==> config.mk <==
export PLATFORM = sky130hd
export DESIGN_NAME = button_gesture_classifier
export DESIGN_NICKNAME = d
export VERILOG_FILES = /design/src/sv/bgc_pkg.sv /design/src/sv/bgc_cfg.sv /design/src/sv/bgc_classify.sv /design/src/sv/bgc_emit.sv /design/src/sv/button_gesture_classifier.sv
export VERILOG_INCLUDE_DIRS = /design/src /design/src/sv
export SDC_FILE = /design/constraint.sdc
export NUM_CORES = 1
export LEC_CHECK = 0
export CAP_MARGIN = 40
export CORE_ASPECT_RATIO = 1.4
export CORE_MARGIN = 8
export CORE_UTILIZATION = 59
export DETAILED_ROUTE_END_ITERATION = 16
export DONT_BUFFER_PORTS = 1
export PLACE_DENSITY = 0.78
export SLEW_MARGIN = 20
export SYNTH_ARGS = -nofsm -noshare
export SYNTH_HDL_FRONTEND = slang
export SYNTH_SLANG_ARGS = --single-unit
==> constraint.sdc <==
create_clock -name clk -period 4.56 [get_ports clk]
set_input_delay 0.912 -clock clk [delete_from_list [all_inputs] [get_ports clk]]
set_output_delay 0.912 -clock clk [all_outputs]
set_load 0.03 [all_outputs]
==> src/sv/button_gesture_classifier_assert.svh <==
// assertion macros used by the classifier rtl
`ifndef BUTTON_GESTURE_CLASSIFIER_ASSERT_SVH
`define BUTTON_GESTURE_CLASSIFIER_ASSERT_SVH

// property checked on every clock outside reset
`define BGC_ASSERT(name, prop, msg) \
  name: assert property (@(posedge clk) disable iff (rst) (prop)) else $error(msg);

// condition that must never be seen outside reset
`define BGC_NEVER(name, expr, msg) \
  name: assert property (@(posedge clk) disable iff (rst) !(expr)) else $error(msg);

`endif

==> src/sv/bgc_pkg.sv <==
package bgc_pkg;

  // gesture event codes
  typedef enum logic [2:0] {
    EV_PRESS   = 3'd0,
    EV_DOUBLE  = 3'd1,
    EV_RELEASE = 3'd2,
    EV_CLICK   = 3'd3,
    EV_SHORT   = 3'd4,
    EV_HOLD    = 3'd5,
    EV_LONG    = 3'd6
  } event_t;

  // config register indexes
  localparam int CFG_IDX_W = 3;
  localparam logic [CFG_IDX_W-1:0] CFG_ACTIVE_LOW = 3'd0;
  localparam logic [CFG_IDX_W-1:0] CFG_DBL_GAP    = 3'd1;
  localparam logic [CFG_IDX_W-1:0] CFG_CLICK      = 3'd2;
  localparam logic [CFG_IDX_W-1:0] CFG_SHORT_HOLD = 3'd3;
  localparam logic [CFG_IDX_W-1:0] CFG_HOLD       = 3'd4;
  localparam logic [CFG_IDX_W-1:0] CFG_LONG_HOLD  = 3'd5;

  localparam int CFG_DATA_W = 16;

  typedef struct packed {
    logic                  active_low;
    logic [CFG_DATA_W-1:0] double_click_gap_ms;
    logic [CFG_DATA_W-1:0] click_ms;
    logic [CFG_DATA_W-1:0] short_hold_ms;
    logic [CFG_DATA_W-1:0] hold_ms;
    logic [CFG_DATA_W-1:0] long_hold_ms;
  } cfg_t;

  // events produced by one item, in emit order
  typedef struct packed {
    logic       load;
    logic [1:0] cnt;
    event_t     ev0;
    event_t     ev1;
    event_t     ev2;
  } bundle_t;

endpackage

==> src/sv/bgc_cfg.sv <==
module bgc_cfg (
  input  logic                            clk,
  input  logic                            rst,
  input  logic                            cfg_valid,
  output logic                            cfg_ready,
  input  logic [bgc_pkg::CFG_IDX_W-1:0]   cfg_index,
  input  logic [bgc_pkg::CFG_DATA_W-1:0]  cfg_data,
  output bgc_pkg::cfg_t                   cfg
);
  import bgc_pkg::*;

  cfg_t regs;

  assign cfg_ready = 1'b1;
  assign cfg       = regs;

  always_ff @(posedge clk) begin
    if (rst) begin
      regs.active_low          <= 1'b1;
      regs.double_click_gap_ms <= 16'd300;
      regs.click_ms            <= 16'd500;
      regs.short_hold_ms       <= 16'd500;
      regs.hold_ms             <= 16'd1000;
      regs.long_hold_ms        <= 16'd3000;
    end else if (cfg_valid && cfg_ready) begin
      case (cfg_index)
        CFG_ACTIVE_LOW: regs.active_low          <= cfg_data[0];
        CFG_DBL_GAP:    regs.double_click_gap_ms <= cfg_data;
        CFG_CLICK:      regs.click_ms            <= cfg_data;
        CFG_SHORT_HOLD: regs.short_hold_ms       <= cfg_data;
        CFG_HOLD:       regs.hold_ms             <= cfg_data;
        CFG_LONG_HOLD:  regs.long_hold_ms        <= cfg_data;
        default: ;
      endcase
    end
  end

endmodule

==> src/sv/bgc_classify.sv <==
module bgc_classify #(
  parameter int TIME_WIDTH = 32
) (
  input  logic            clk,
  input  logic            rst,
  input  bgc_pkg::cfg_t   cfg,
  input  logic            in_valid,
  output logic            in_stall,
  input  logic            command,
  input  logic [31:0]     now_ms,
  input  logic            pin_level,
  input  logic            hold_suppressed,
  input  logic            can_load,
  output bgc_pkg::bundle_t bundle
);
  import bgc_pkg::*;

  localparam int TW = TIME_WIDTH;

  // input register
  logic        item_valid;
  logic        item_command;
  logic [31:0] item_now;
  logic        item_pin;
  logic        item_suppress;

  // gesture state
  logic [TW-1:0] press_time;
  logic [TW-1:0] release_time;
  logic [2:0]    hold_reported;

  logic          accept;
  logic          move;
  logic          pressed;
  logic [TW-1:0] now_t;
  logic [TW-1:0] held;
  logic [TW-1:0] since_release;
  logic [TW-1:0] dur;
  logic          is_double;
  logic          is_click;
  logic [2:0]    fire;

  assign in_stall = item_valid && !can_load;
  assign accept   = in_valid && !in_stall;
  assign move     = item_valid && can_load;

  always_ff @(posedge clk) begin
    if (rst) begin
      item_valid <= 1'b0;
    end else if (accept) begin
      item_valid <= 1'b1;
    end else if (move) begin
      item_valid <= 1'b0;
    end
  end

  always_ff @(posedge clk) begin
    if (accept) begin
      item_command  <= command;
      item_now      <= now_ms;
      item_pin      <= pin_level;
      item_suppress <= hold_suppressed;
    end
  end

  assign pressed       = item_pin ^ cfg.active_low;
  assign now_t         = TW'(item_now);
  assign held          = now_t - press_time;
  assign since_release = now_t - release_time;
  assign dur           = pressed ? held : '0;
  assign is_double     = since_release < TW'(cfg.double_click_gap_ms);
  assign is_click      = held < TW'(cfg.click_ms);

  // hold thresholds, each once per press
  always_comb begin
    fire = 3'b000;
    if (item_command && !item_suppress) begin
      fire[0] = !hold_reported[0] && (dur > TW'(cfg.short_hold_ms));
      fire[1] = !hold_reported[1] && (dur > TW'(cfg.hold_ms));
      fire[2] = !hold_reported[2] && (dur > TW'(cfg.long_hold_ms));
    end
  end

  always_comb begin
    bundle.load = move;
    if (!item_command) begin
      bundle.ev0 = pressed ? EV_PRESS : EV_RELEASE;
      bundle.ev1 = pressed ? EV_DOUBLE : EV_CLICK;
      bundle.ev2 = EV_LONG;
      bundle.cnt = (pressed ? is_double : is_click) ? 2'd2 : 2'd1;
    end else begin
      // compact the fired holds in short, hold, long order
      bundle.ev0 = fire[0] ? EV_SHORT : (fire[1] ? EV_HOLD : EV_LONG);
      bundle.ev1 = (fire[0] && fire[1]) ? EV_HOLD : EV_LONG;
      bundle.ev2 = EV_LONG;
      bundle.cnt = {1'b0, fire[0]} + {1'b0, fire[1]} + {1'b0, fire[2]};
    end
  end

  always_ff @(posedge clk) begin
    if (rst) begin
      press_time    <= '0;
      release_time  <= '0;
      hold_reported <= 3'b000;
    end else if (move) begin
      if (!item_command) begin
        if (pressed) begin
          press_time    <= now_t;
          hold_reported <= 3'b000;
        end else begin
          release_time <= now_t;
        end
      end else begin
        hold_reported <= hold_reported | fire;
      end
    end
  end

endmodule

==> src/sv/bgc_emit.sv <==
`include "button_gesture_classifier_assert.svh"

module bgc_emit (
  input  logic             clk,
  input  logic             rst,
  input  bgc_pkg::bundle_t bundle,
  output logic             can_load,
  output logic             out_valid,
  input  logic             out_stall,
  output logic [2:0]       event_res,
  output logic             last
);
  import bgc_pkg::*;

  // three-entry shift buffer, head in ev0
  logic       valid;
  logic [1:0] cnt;
  event_t     ev0;
  event_t     ev1;
  event_t     ev2;

  logic pop;

  assign pop       = valid && !out_stall;
  assign can_load  = !valid || (pop && cnt == 2'd1);
  assign out_valid = valid;
  assign event_res = ev0;
  assign last      = (cnt == 2'd1);

  always_ff @(posedge clk) begin
    if (rst) begin
      valid <= 1'b0;
      cnt   <= 2'd0;
    end else if (bundle.load) begin
      valid <= (bundle.cnt != 2'd0);
      cnt   <= bundle.cnt;
    end else if (pop) begin
      valid <= (cnt != 2'd1);
      cnt   <= cnt - 2'd1;
    end
  end

  always_ff @(posedge clk) begin
    if (bundle.load) begin
      ev0 <= bundle.ev0;
      ev1 <= bundle.ev1;
      ev2 <= bundle.ev2;
    end else if (pop) begin
      ev0 <= ev1;
      ev1 <= ev2;
    end
  end

  `BGC_ASSERT(a_cnt_nonzero, valid |-> (cnt != 2'd0), "buffer valid with no events")
  `BGC_NEVER(a_load_when_busy, bundle.load && !can_load, "bundle loaded over pending events")
  `BGC_ASSERT(a_keep_tail, (pop && !last && !bundle.load) |=> valid, "pending event dropped")
  `BGC_ASSERT(a_shift, (pop && !last && !bundle.load) |=> (ev0 == $past(ev1)),
              "event order broken")

endmodule

==> src/sv/button_gesture_classifier.sv <==
// button gesture classifier: turns edge reports (command 0) and hold polls
// (command 1) for one button into press, double click, release, click
// release, short hold, hold and long hold events. each accepted word is
// classified in a single pass from the input register against the stored
// press/release times and hold flags, then its events (at most three) are
// put on the output one word per cycle while out_stall is low, last set on
// the final one. an item holds the output buffer until its last event is
// taken, so the input takes one word per cycle when items give one event
// and out_stall is low; else the next item waits in the input register. the
// first event passes the input register, then the output buffer; a poll that
// fires nothing produces no output word. configuration is to be written via
// cfg_valid/cfg_index/cfg_data (always ready) only while the block is idle;
// the block does not enforce this. timestamps are compared modulo 2^TIME_WIDTH.
module button_gesture_classifier #(
  parameter int TIME_WIDTH = 32
) (
  input  logic        clk,
  input  logic        rst,
  // configuration write channel
  input  logic        cfg_valid,
  output logic        cfg_ready,
  input  logic [2:0]  cfg_index,
  input  logic [15:0] cfg_data,
  // input words
  input  logic        in_valid,
  output logic        in_stall,
  input  logic        command,
  input  logic [31:0] now_ms,
  input  logic        pin_level,
  input  logic        hold_suppressed,
  // event words
  output logic        out_valid,
  input  logic        out_stall,
  output logic [2:0]  event_res,
  output logic        last
);
  import bgc_pkg::*;

  cfg_t    cfg;
  bundle_t bundle;
  logic    can_load;

  // configuration registers
  bgc_cfg u_cfg (
    .clk       (clk),
    .rst       (rst),
    .cfg_valid (cfg_valid),
    .cfg_ready (cfg_ready),
    .cfg_index (cfg_index),
    .cfg_data  (cfg_data),
    .cfg       (cfg)
  );

  // input register, gesture state and event classification
  bgc_classify #(
    .TIME_WIDTH (TIME_WIDTH)
  ) u_classify (
    .clk             (clk),
    .rst             (rst),
    .cfg             (cfg),
    .in_valid        (in_valid),
    .in_stall        (in_stall),
    .command         (command),
    .now_ms          (now_ms),
    .pin_level       (pin_level),
    .hold_suppressed (hold_suppressed),
    .can_load        (can_load),
    .bundle          (bundle)
  );

  // output buffer, drains one event word per cycle while out_stall is low
  bgc_emit u_emit (
    .clk       (clk),
    .rst       (rst),
    .bundle    (bundle),
    .can_load  (can_load),
    .out_valid (out_valid),
    .out_stall (out_stall),
    .event_res (event_res),
    .last      (last)
  );

endmodule

==> results.txt, run 1 <==
----------------------------------------------------
[Floorplanning]
  I/O pins ... 66
  Starting density of the core ... 59.6%
  Floorplan die width ... 141 um
  Die boundary height ... 191 um
  Die Area ... between 0.02 and 0.03 sq mm
  Site Rows ... 64
  CORE AREA ... 0.0216 sq mm

[Critical path]
  Setup slack of the most critical reg-to-reg path ... -0.21 ns
  Slowest cell on crit path ... or4_4
  Reg-to-Reg Start ... u_classify.release_time[6]$_SDFFE_PP0P_
  Critical R2R Capture ... u_emit.cnt[1]$_SDFFE_PP0P_
  List of cells traversed by the critical path ... inv_1 -> ha_1 -> a21oi_2 -> nor3b_1 -> o211ai_1 -> nand4_1 -> a21boi_2 -> buf_4 -> o21ai_0 -> buf_4 -> xnor2_1 -> ha_1 -> a211oi_1 -> o2111ai_2 -> a2111oi_4 -> o2111ai_1 -> or4_4 -> a2111oi_4 -> nand4_1 -> nand3_1 -> o21a_1
  Launching element type of the critical path ... register
  WP buf/inv ... 3
  Delay of the slowest cell on the worst path ... just under 0.6 ns
  Data required time at the worst endpoint ... 4.96 ns
  Critical Path AT ... approximately 5.2 ns
  Source of the critical timing path ... u_classify.release_time[6]$_SDFFE_PP0P_
  Category of cells accounting for the largest share of critical-path delay ... compound AO/OA/AOI/OAI gates
  Kind of critical path ... register to register
  Kind of capture point of the worst setup path ... register
  CP max FO ... 3
  Worst reg-to-reg path cell count ... 21

[CTS]
  Skew-Pair Late Insertion Delay ... approximately 0.46 ns
  Clock sink count ... 193
  Maximum count of clock buffers along a single path ... 2
  Num CTS Buffers ... 17
  Clock-pin transition on the worst setup and hold timing paths ... roughly 0.07 ns
  Depth of the CTS H-tree ... 4
  CTS tree ... yes
  Library cell used as clock root buffer ... clkbuf_16
  Number of buffers inserted by hold repair at cts ... 0

[Global route]
  Largest net degree at the start of global routing ... 123
  Number of antenna violations at the first check in global routing ... 2
  GR Overflow Total ... 0
  Overall track demand over capacity in global routing ... 28.0%
  Global-route wire length before repair ... about 60,000 um
  Number of global-route vias before repair ... ~12,000

[Status]
  Outcome ... finished, violations left
  Violations in the final reports ... negative setup slack

[Timing]
  Fmax ... ~210 MHz
  Worst hold slack across all endpoints ... ~0.45 ns
  Worst slew margin relative to its limit ... 45.4%
  Final count of hold timing violations ... 0
  Unrepaired setup endpoints after global routing ... yes
  Transition time of the tightest slew-check pin ... 0.820 ns
  Final worst path period share ... 105%
  Post-route worst setup slack ... -0.208 ns
  Number of slew-limit violations in the final report ... 0
  Final setup violation count ... 3
  Fin crit period ... 4.77 ns
  Worst clock skew ... just over 0.01 ns

[Logic synthesis]
  Total of flip-flops plus latches after synthesis ... 193
  Main area contributors after synthesis ... dfxtp_1, ha_1, nand2_1
  Gate Count Post-Synth ... 1,658
  Netlist area before placement ... 0.0129 sq mm
  Most used flip-flop cell after synthesis ... dfxtp_1
  Fraction of synthesis flops using an asynchronous set or reset pin ... 0%
  Warning count from the yosys run ... 0
  Area fraction of the dominant cell type after synthesis ... between 20% and 30%
  Number of nets in the synthesized netlist ... 1,855
  Per-instance average area after synthesis ... 7.77 sq um
  Most area-hungry cell type in the Yosys netlist ... dfxtp_1
  Share of synthesized area occupied by flip-flops and latches ... 33.2%
  Number of synthesized flops with an enable pin ... a little over 40
  Yosys cell types ... 79

[Layout]
  Area Growth Syn to Fin ... 17.2%
  Share of post-route cells with drive strength above 1 ... approximately 15%
  Most common cell after layout, fill and taps aside ... nand2_1
  Leading cell types in the layout, fill and taps excluded ... nand2_1, a21oi_1, inv_1
  Number of nets in the final layout ... 1,946

[Hold path]
  Type of the most critical hold path ... register to register
  Hold Path Origin ... u_classify.press_time[24]$_SDFFE_PP0P_
  Instance count along the most critical hold path ... 2
  Sink of the worst hold path ... u_classify.press_time[24]$_SDFFE_PP0P_

[Pwr]
  Total design power ... 4.64 mW
  Power Dens Cells ... 307 mW/mm^2
  Maximum ir drop on the vdd rail ... slightly below 300 uV
  Leakage power ... 5.89 nW

[Route]
  Number of nets still failing antenna checks after routing ... 0
  Via Count ... 12,300
  Number of violations reported at the end of detailed-routing iteration 0 ... 773
  Final wirelength ... 37,700 um
  Routed wire length per instance ... around 19 um
  DRC Markers ... 0
  Number of iterations in the first detailed-routing pass ... 5
  Via density per instance ... 6.05

[Placed design]
  Final HPWL DP ... 27,900 um
  Routability Congestion ... roughly 0.95
  Port buffer count ... 0

[Flow run]
  Max-capacitance violation count ... 0

----------------------------------------------------
-- Yosys cell counts (all sizes together), types with 25 or more instances --
library cell,n
a21o,26
a21oi,202
clkbuf,61
dfxtp,152
edfxtp,41
ha,135
inv,167
nand2,331
nand3,32
nand4,25
nor2,80
o211ai,39
o21ai,68
xnor2,25
-- worst register-to-register path, cell delays in order (launching register included) --
cell       delay, ns
dfxtp_1         0.35
inv_1           0.06
ha_1            0.35
a21oi_2         0.19
nor3b_1         0.21
o211ai_1        0.16
nand4_1         0.15
a21boi_2        0.07
buf_4           0.13
o21ai_0         0.27
buf_4           0.18
xnor2_1         0.06
ha_1            0.19
a211oi_1        0.25
o2111ai_2       0.23
a2111oi_4       0.38
o2111ai_1       0.17
or4_4           0.59
a2111oi_4       0.20
nand4_1         0.26
nand3_1         0.16
o21a_1          0.12
-- what timing repair did --
item / CTS / global route
setup buffers: 29 / 19
endpoints found under the setup margin: 4 / 7
pin swaps: 39 / 50
hold endpoints to repair: 0 / 0
resized for setup: 47 / 37
-- where the power goes --
part / internal (mW) / switching [mW] / total, mW / leakage (nW)
logic: 0.570 / 0.692 / 1.26 / 3.97
clock network: 0.808 / 0.702 / 1.51 / 0.291
registers: 1.81 / 0.0563 / 1.87 / 1.63
-- state kept, by name, summed over array words and instances (netlist names), 2 cells and up --
register and count:
u_cfg.cfg 81, u_classify.item_now 32, u_classify.press_time 32, u_classify.release_time 32
u_classify.hold_reported 3, u_emit.ev1 3, u_emit.event_res 3, u_emit.cnt 2
-- cells by family after synthesis --
group | synth area share (%)
AND/OR/NAND/NOR | 19.9
adder cells (fa/ha/maj) | 13.7
XOR/XNOR | 3.20
multiplexers | 0.622
buffers and inverters | 6.93
other | 0.0291
AO/OA/AOI/OAI | 22.4
flip-flops | 33.2
-- area by class of cell --
class | count | area, sq um
Sequential cell | 193 | 4270
Clock inverter | 13 | 123
Inverter | 167 | 627
Antenna cell | 3 | 7.51
Timing Repair Buffer | 140 | 1090
Fill cell | 1707 | 6530
Tap cell | 264 | 330
Clock buffer | 19 | 464
Multi-Input combinational cell | 1230 | 8180
-- per-stage QoR --
step	worst slack, ns	util (%)	cells	instance area [sq um]	TNS (ns)
4_1_cts	-0.0663	68.2	2008	14700	-0.0663
3_3_place_gp	-0.139	63.0	1943	13600	-0.304
3_5_place_dp	-0.262	63.3	1947	13700	-0.688
5_1_grt	-0.460	69.8	2028	15100	-1.45
2_1_floorplan	0.0246	-	1658	12900	0
6_report	-0.208	69.8	2029	15100	-0.506
-- metal layers --
layer | global-route usage, % | wire [um] | vias to the layer above
met3 | 5.14 | 2150 | 169
met5 | 0 | 0 | -
met4 | 19.0 | 2650 | 0
li1 | - | - | 5947
met1 | 29.5 | 14200 | 5719
met2 | 50.0 | 18800 | 441
-- how the worst max path moves through the flow --
stage / cells after the start / end
detailed placement: 21 / u_emit.cnt[0]$_SDFFE_PP0P_
finish: 21 / u_emit.cnt[1]$_SDFFE_PP0P_
global placement: 21 / u_emit.cnt[0]$_SDFFE_PP0P_
CTS: 22 / u_emit.cnt[0]$_SDFFE_PP0P_
global route: 21 / u_emit.cnt[1]$_SDFFE_PP0P_
floorplan: 21 / u_emit.cnt[0]$_SDFFE_PP0P_
Note: power is estimated with default switching activity, not from simulation.
==> run 2: changes to the inputs <==
--- a/config.mk
+++ b/config.mk
@@ -12,7 +12,7 @@
 export CORE_UTILIZATION = 59
 export DETAILED_ROUTE_END_ITERATION = 16
 export DONT_BUFFER_PORTS = 1
-export PLACE_DENSITY = 0.78
+export PLACE_DENSITY = 0.77
 export SLEW_MARGIN = 20
 export SYNTH_ARGS = -nofsm -noshare
 export SYNTH_HDL_FRONTEND = slang
==> results.txt, run 2 (same netlist as run 1, synthesis figures left out) <==
----------------------------------------------------
[Status]
  Outcome ... finished, violations left (unchanged)
  Violations in the final reports ... negative setup slack (unchanged)

[Pwr]
  Maximum ir drop on the vdd rail ... 294 uV (was 292 uV)
  Flop pwr share ... 39.8% (was 40.3%)
  Power Dens Cells ... 309 mW/mm^2 (was 307 mW/mm^2)
  Internal ... 3.21 mW (was 3.19 mW)
  Switching Power ... 1.49 mW (was 1.45 mW)
  Leakage power ... 5.89 nW (about the same)
  Clock network power share ... 32.5% (about the same)
  Switching Share ... 31.7% (was 31.2%)
  Combinational power share ... 27.7% (was 27.2%)

[Flow run]
  Max-capacitance violation count ... 0 (unchanged)

[Layout]
  Count of non-filler cells in the finished layout ... 2,027 (was 2,029)
  Leading cell types in the layout, fill and taps excluded ... nand2_1, a21oi_1, inv_1 (unchanged)
  Most common cell after layout, fill and taps aside ... nand2_1 (unchanged)
  Flip-flop count of the largest register, all copies and words added ... 81 (unchanged)
  Area Growth Syn to Fin ... 18.2% (was 17.2%)
  Share of post-route cells with drive strength above 1 ... 16.0% (was 15.0%)
  Utilization after layout ... 70.4% (was 69.8%)
  Design Area, Final ... 0.0152 sq mm (was 0.0151 sq mm)
  Number of nets in the final layout ... 1,944 (was 1,946)

[Timing]
  Fmax ... 215 MHz (was 210 MHz)
  Final setup violation count ... 3 (unchanged)
  Transition time of the tightest slew-check pin ... 0.776 ns (was 0.820 ns)
  Fin crit period ... 4.65 ns (was 4.77 ns)
  Unrepaired setup endpoints after global routing ... yes (unchanged)
  Final count of hold timing violations ... 0 (unchanged)
  Worst clock skew ... 0.0137 ns (was 0.0102 ns)
  Worst slew margin relative to its limit ... 48.0% (was 45.4%)
  Post-route worst setup slack ... -0.0871 ns (was -0.208 ns)
  Final worst path period share ... 102% (was 105%)
  Number of slew-limit violations in the final report ... 0 (unchanged)
  Setup tns final ... -0.139 ns (was -0.506 ns)

[Floorplanning]
  CORE AREA ... 0.0216 sq mm (unchanged)
  Starting density of the core ... 59.6% (unchanged)
  Floorplan die width ... 141 um (unchanged)
  Die boundary height ... 191 um (unchanged)
  Die Area ... 0.0269 sq mm (unchanged)
  Site Rows ... 64 (unchanged)
  I/O pins ... 66 (unchanged)

[Critical path]
  Setup slack of the most critical reg-to-reg path ... -0.09 ns (was -0.21 ns)
  CP max FO ... 4 (was 3)
  Data required time at the worst endpoint ... 4.95 ns (was 4.96 ns)
  Critical R2R Capture ... u_emit.cnt[0]$_SDFFE_PP0P_ (was u_emit.cnt[1]$_SDFFE_PP0P_)
  Worst reg-to-reg path cell count ... 23 (was 21)
  Reg-to-Reg Start ... u_classify.item_now[8]$_DFFE_PP_ (was u_classify.release_time[6]$_SDFFE_PP0P_)
  Kind of capture point of the worst setup path ... register (unchanged)
  Kind of critical path ... register to register (unchanged)
  Critical Path AT ... 5.03 ns (was 5.17 ns)
  Launching element type of the critical path ... register (unchanged)

[CTS]
  Num CTS Buffers ... 17 (unchanged)
  Depth of the CTS H-tree ... 4 (unchanged)
  Maximum count of clock buffers along a single path ... 2 (unchanged)
  Library cell used as clock root buffer ... clkbuf_16 (unchanged)
  Skew-Pair Late Insertion Delay ... 0.45 ns (was 0.46 ns)
  CTS tree ... yes (unchanged)
  Clock sink count ... 193 (unchanged)
  Clock-pin transition on the worst setup and hold timing paths ... 0.07 ns (about the same)
  Number of buffers inserted by hold repair at cts ... 0 (unchanged)

[Placed design]
  Placed instance area ... 0.0138 sq mm (was 0.0137 sq mm)
  Routability Congestion ... 0.944 (was 0.947)
  Port buffer count ... 0 (unchanged)
  Final HPWL DP ... 28,300 um (was 27,900 um)
  Number of cells after detailed placement ... 1,959 (was 1,947)

[Hold path]
  Type of the most critical hold path ... register to register (unchanged)
  Sink of the worst hold path ... u_classify.press_time[26]$_SDFFE_PP0P_ (was u_classify.press_time[24]$_SDFFE_PP0P_)
  Instance count along the most critical hold path ... 2 (unchanged)
  Hold Path Origin ... u_classify.press_time[26]$_SDFFE_PP0P_ (was u_classify.press_time[24]$_SDFFE_PP0P_)

[Global route]
  Global-route wire length before repair ... 61,600 um (was 60,000 um)
  Number of antenna violations at the first check in global routing ... 2 (unchanged)
  Largest net degree at the start of global routing ... 123 (unchanged)
  GR Overflow Total ... 0 (unchanged)
  Number of global-route vias before repair ... 12,200 (was 12,100)
  Overall track demand over capacity in global routing ... 29.0% (was 28.0%)

[Route]
  Number of violations reported at the end of detailed-routing iteration 0 ... 814 (was 773)
  Final wirelength ... 39,300 um (was 37,700 um)
  Via Count ... 12,300 (about the same)
  Via density per instance ... 6.08 (was 6.05)
  DRC Markers ... 0 (unchanged)
  Routed wire length per instance ... 19.4 um (was 18.6 um)
  Number of iterations in the first detailed-routing pass ... 8 (was 5)
  Number of nets still failing antenna checks after routing ... 0 (unchanged)

----------------------------------------------------
[run 2: cell types whose count changed in the layout (fill, tap and decap cells not counted), sizes merged]
| cell | previous run | this run |
|---|---|---|
| inv | 172 | 171 |
| buf | 140 | 138 |
| clkbuf | 19 | 20 |
[run 2: area by class of cell]
class,instances,area [sq um]
Clock buffer,20,468
Inverter,167,627
Clock inverter,12,123
Fill cell,1702,6400
Multi-Input combinational cell,1230,8310
Antenna cell,3,7.51
Sequential cell,193,4270
Timing Repair Buffer,138,1090
Tap cell,264,330
[run 2: worst max-delay path: stages, from the launching register on]
cell       delay (ns)
edfxtp_1         0.42
buf_6            0.14
ha_4             0.22
buf_6            0.12
o21a_1           0.18
a21o_1           0.23
a2111oi_4        0.27
nor3b_2          0.10
nor2_2           0.18
xnor2_2          0.15
and2_4           0.20
ha_4             0.19
and3_4           0.18
a221o_1          0.32
a21oi_2          0.19
o31ai_2          0.09
a221oi_2         0.21
a21oi_2          0.07
o21a_1           0.21
inv_2            0.08
fa_2             0.47
a21oi_2          0.15
nand3_2          0.09
a21oi_2          0.12
[run 2: what timing repair did]
item / CTS / global route
gates resized for setup: 67 / 44
pin swaps: 48 / 31
setup endpoints to repair: 3 / 7
gates cloned: 0 / 0
buffers inserted: 26 / 7
[run 2: worst max path at each step]
stage,start,to,slack [ns],depth (start not counted)
floorplan,u_classify.item_now[8]$_DFFE_PP_,u_emit.cnt[0]$_SDFFE_PP0P_,0.02,21
global placement,u_classify.item_now[8]$_DFFE_PP_,u_emit.cnt[0]$_SDFFE_PP0P_,-0.13,21
detailed placement,u_classify.item_now[8]$_DFFE_PP_,u_emit.cnt[0]$_SDFFE_PP0P_,-0.27,21
CTS,u_classify.item_now[6]$_DFFE_PP_,u_emit.cnt[0]$_SDFFE_PP0P_,-0.07,22
global route,u_classify.item_now[0]$_DFFE_PP_,u_emit.cnt[1]$_SDFFE_PP0P_,-0.27,22
finish,u_classify.item_now[8]$_DFFE_PP_,u_emit.cnt[0]$_SDFFE_PP0P_,-0.09,23
[run 2: power by group through the flow]
stage               Combinational, mW  Clock [mW]  Sequential (mW)
detailed placement               1.08           0             1.91
floorplan                       0.758           0             1.89
CTS                              1.20        1.53             1.87
finish                           1.30        1.52             1.87
global route                     1.42        1.61             1.88
global placement                 1.06           0             1.91
[run 2: stage by stage]
step | setup slack [ns] | hold slack [ns] | power (mW)
floorplan | 0.0246 | 0.417 | 2.65
global route | -0.274 | 0.459 | 4.91
CTS | -0.0651 | 0.450 | 4.59
finish | -0.0871 | 0.450 | 4.70
global placement | -0.135 | 0.436 | 2.96
detailed placement | -0.275 | 0.441 | 2.99
[run 2: layer usage]
metal  vias to the layer above  GRT usage [%]  wire [um]
met5                         -              0          0
li1                       5940              -          -
met1                      5813           30.9      14900
met3                       138           4.76       1920
met4                         0           17.2       2290
met2                       424           53.0      20300
==> run 3: changes to the inputs <==
==> constraint.sdc (replaced) <==
create_clock -name clk -period 4 [get_ports clk]
set_input_delay 0.8 -clock clk [delete_from_list [all_inputs] [get_ports clk]]
set_output_delay 0.8 -clock clk [all_outputs]
set_load 0.03 [all_outputs]
==> results.txt, run 3 (same netlist as run 1, synthesis figures left out) <==
----------------------------------------------------
[Status]
  Outcome ... finished, violations left (unchanged)
  Violations in the final reports ... negative setup slack (unchanged)

[Pwr]
  Clock network power share ... 31.0% (was 32.5%)
  Combinational power share ... 29.5% (was 27.7%)
  Switching Power ... 1.73 mW (was 1.49 mW)
  Leakage power ... 6.35 nW (was 5.89 nW)
  Flop pwr share ... 39.6% (was 39.8%)
  Power Dens Cells ... 339 mW/mm^2 (was 309 mW/mm^2)
  Total design power ... 5.36 mW (was 4.70 mW)
  Switching Share ... 32.3% (was 31.7%)
  Internal ... 3.63 mW (was 3.21 mW)
  Maximum ir drop on the vdd rail ... 340 uV (was 294 uV)

[CTS]
  Number of buffers inserted by hold repair at cts ... 0 (unchanged)
  Clock sink count ... 193 (unchanged)
  Num CTS Buffers ... 17 (unchanged)
  Skew-Pair Late Insertion Delay ... 0.46 ns (was 0.45 ns)
  Depth of the CTS H-tree ... 4 (unchanged)
  Maximum count of clock buffers along a single path ... 2 (unchanged)
  Clock-pin transition on the worst setup and hold timing paths ... 0.07 ns (about the same)
  Library cell used as clock root buffer ... clkbuf_16 (unchanged)
  CTS tree ... yes (unchanged)

[Layout]
  Area Growth Syn to Fin ... 22.6% (was 18.2%)
  Leading cell types in the layout, fill and taps excluded ... nand2_1, buf_4, a21oi_1 (was nand2_1, a21oi_1, inv_1)
  Flip-flop count of the largest register, all copies and words added ... 81 (unchanged)
  Design Area, Final ... 0.0158 sq mm (was 0.0152 sq mm)
  FILL cells ... 1,707 (was 1,702)
  Number of nets in the final layout ... 2,051 (was 1,944)
  Most common cell after layout, fill and taps aside ... nand2_1 (unchanged)
  Utilization after layout ... 73.0% (was 70.4%)
  Share of post-route cells with drive strength above 1 ... 19.4% (was 16.0%)

[Route]
  DRC Markers ... 0 (unchanged)
  Number of iterations in the first detailed-routing pass ... 5 (was 8)
  Number of nets still failing antenna checks after routing ... 0 (unchanged)
  Number of violations reported at the end of detailed-routing iteration 0 ... 918 (was 814)
  Via density per instance ... 5.96 (was 6.08)
  Routed wire length per instance ... 19.1 um (was 19.4 um)
  Via Count ... 12,700 (was 12,300)
  Final wirelength ... 40,700 um (was 39,300 um)

[Floorplanning]
  Floorplan die width ... 141 um (unchanged)
  Die Area ... 0.0269 sq mm (unchanged)
  Die boundary height ... 191 um (unchanged)
  Site Rows ... 64 (unchanged)
  CORE AREA ... 0.0216 sq mm (unchanged)
  I/O pins ... 66 (unchanged)
  Starting density of the core ... 59.6% (unchanged)

[Timing]
  Post-route worst setup slack ... -0.794 ns (was -0.0871 ns)
  Final count of hold timing violations ... 0 (unchanged)
  Final setup violation count ... 9 (was 3)
  Final worst path period share ... 120% (was 102%)
  Transition time of the tightest slew-check pin ... 0.763 ns (was 0.776 ns)
  Number of slew-limit violations in the final report ... 0 (unchanged)
  Fmax ... 209 MHz (was 215 MHz)
  Worst clock skew ... 0.0144 ns (was 0.0137 ns)
  Unrepaired setup endpoints after global routing ... yes (unchanged)
  Fin crit period ... 4.79 ns (was 4.65 ns)
  Worst slew margin relative to its limit ... 48.9% (was 48.0%)

[Global route]
  Number of global-route vias before repair ... 12,500 (was 12,200)
  Number of antenna violations at the first check in global routing ... 2 (unchanged)
  GR Overflow Total ... 0 (unchanged)
  Largest net degree at the start of global routing ... 123 (unchanged)
  Overall track demand over capacity in global routing ... 30.0% (was 29.0%)
  Global-route wire length before repair ... 63,200 um (was 61,600 um)

[Critical path]
  CP max FO ... 5 (was 4)
  Data required time at the worst endpoint ... 4.39 ns (was 4.95 ns)
  Kind of critical path ... register to register (unchanged)
  Launching element type of the critical path ... register (unchanged)
  Kind of capture point of the worst setup path ... register (unchanged)
  Critical Path AT ... 5.18 ns (was 5.03 ns)

[Flow run]
  Max-capacitance violation count ... 0 (unchanged)

[Hold path]
  Type of the most critical hold path ... primary input to register (was register to register)

[Placed design]
  Port buffer count ... 0 (unchanged)
  Routability Congestion ... 0.969 (was 0.944)
  Placed instance area ... 0.0146 sq mm (was 0.0138 sq mm)
  Final HPWL DP ... 30,200 um (was 28,300 um)

----------------------------------------------------
## run 3: power by group through the flow
| stage | combinational (mW) | sequential [mW] | clock, mW |
|---|---|---|---|
| after floorplan | 0.873 | 2.15 | 0 |
| after global placement | 1.35 | 2.17 | 0 |
| after detailed placement | 1.38 | 2.17 | 0 |
| after CTS | 1.47 | 2.12 | 1.67 |
| after global routing | 1.73 | 2.13 | 1.75 |
| final | 1.58 | 2.12 | 1.66 |
## run 3: timing repair
| action | 4_1_cts | 5_1_grt |
|---|---|---|
| pin swaps | 31 | 30 |
| gates resized for setup | 34 | 36 |
| setup buffers | 25 | 10 |
| setup endpoints to repair | 9 | 10 |
| hold endpoints to repair | 0 | 0 |
## run 3: worst max-delay path: stages (launching register included)
cell,delay (ns)
edfxtp_1,0.42
buf_6,0.16
ha_4,0.23
a21o_1,0.17
a221o_1,0.38
a211oi_4,0.29
a21oi_2,0.13
nor2_4,0.17
o21ai_2,0.08
xor2_2,0.19
and2_4,0.16
ha_4,0.27
and4_4,0.23
nand2_4,0.07
nor3b_4,0.24
o211ai_1,0.15
a32oi_2,0.22
o21a_1,0.21
inv_2,0.06
fa_1,0.52
a21oi_1,0.18
nand3_1,0.11
a21oi_2,0.12
## run 3: area by class of cell
class	instances	area [sq um]	area share (%)
inverters	167	627	3.97
flip-flops and latches	193	4270	27.1
multi-input cells	1230	8140	51.5
clock inverters	15	125	0.792
repair buffers	245	1870	11.8
clock buffers	17	425	2.69
well taps	264	330	2.09
diodes	2	5.00	0.0317
## run 3: worst paths after layout
check | cells after the start | startpoint | endpoint | slack (ns)
setup / recovery | 22 | u_classify.item_now[8]$_DFFE_PP_ | u_emit.cnt[0]$_SDFFE_PP0P_ | -0.79
hold / removal | 1 | rst | u_emit.cnt[0]$_SDFFE_PP0P_ | 0.43
setup reg to reg | 22 | u_classify.item_now[8]$_DFFE_PP_ | u_emit.cnt[0]$_SDFFE_PP0P_ | -0.79
hold reg to reg | 2 | u_classify.press_time[19]$_SDFFE_PP0P_ | u_classify.press_time[19]$_SDFFE_PP0P_ | 0.45
## run 3: through the flow
step / cells / TNS (ns) / hold slack, ns / setup slack, ns
6_report: 2133 / -5.42 / 0.429 / -0.794
3_3_place_gp: 2061 / -2.56 / 0.428 / -0.587
2_1_floorplan: 1658 / -0.680 / 0.417 / -0.302
5_1_grt: 2133 / -7.19 / 0.416 / -0.939
4_1_cts: 2121 / -2.90 / 0.418 / -0.529
3_5_place_dp: 2064 / -3.78 / 0.438 / -0.835
## run 3: per-layer routing
layer  share of wire (%)  GRT usage, %
met5                   0             0
met4                 8.0          22.9
met3                 5.7          5.59
met2                  50          54.7
met1                  36          29.7
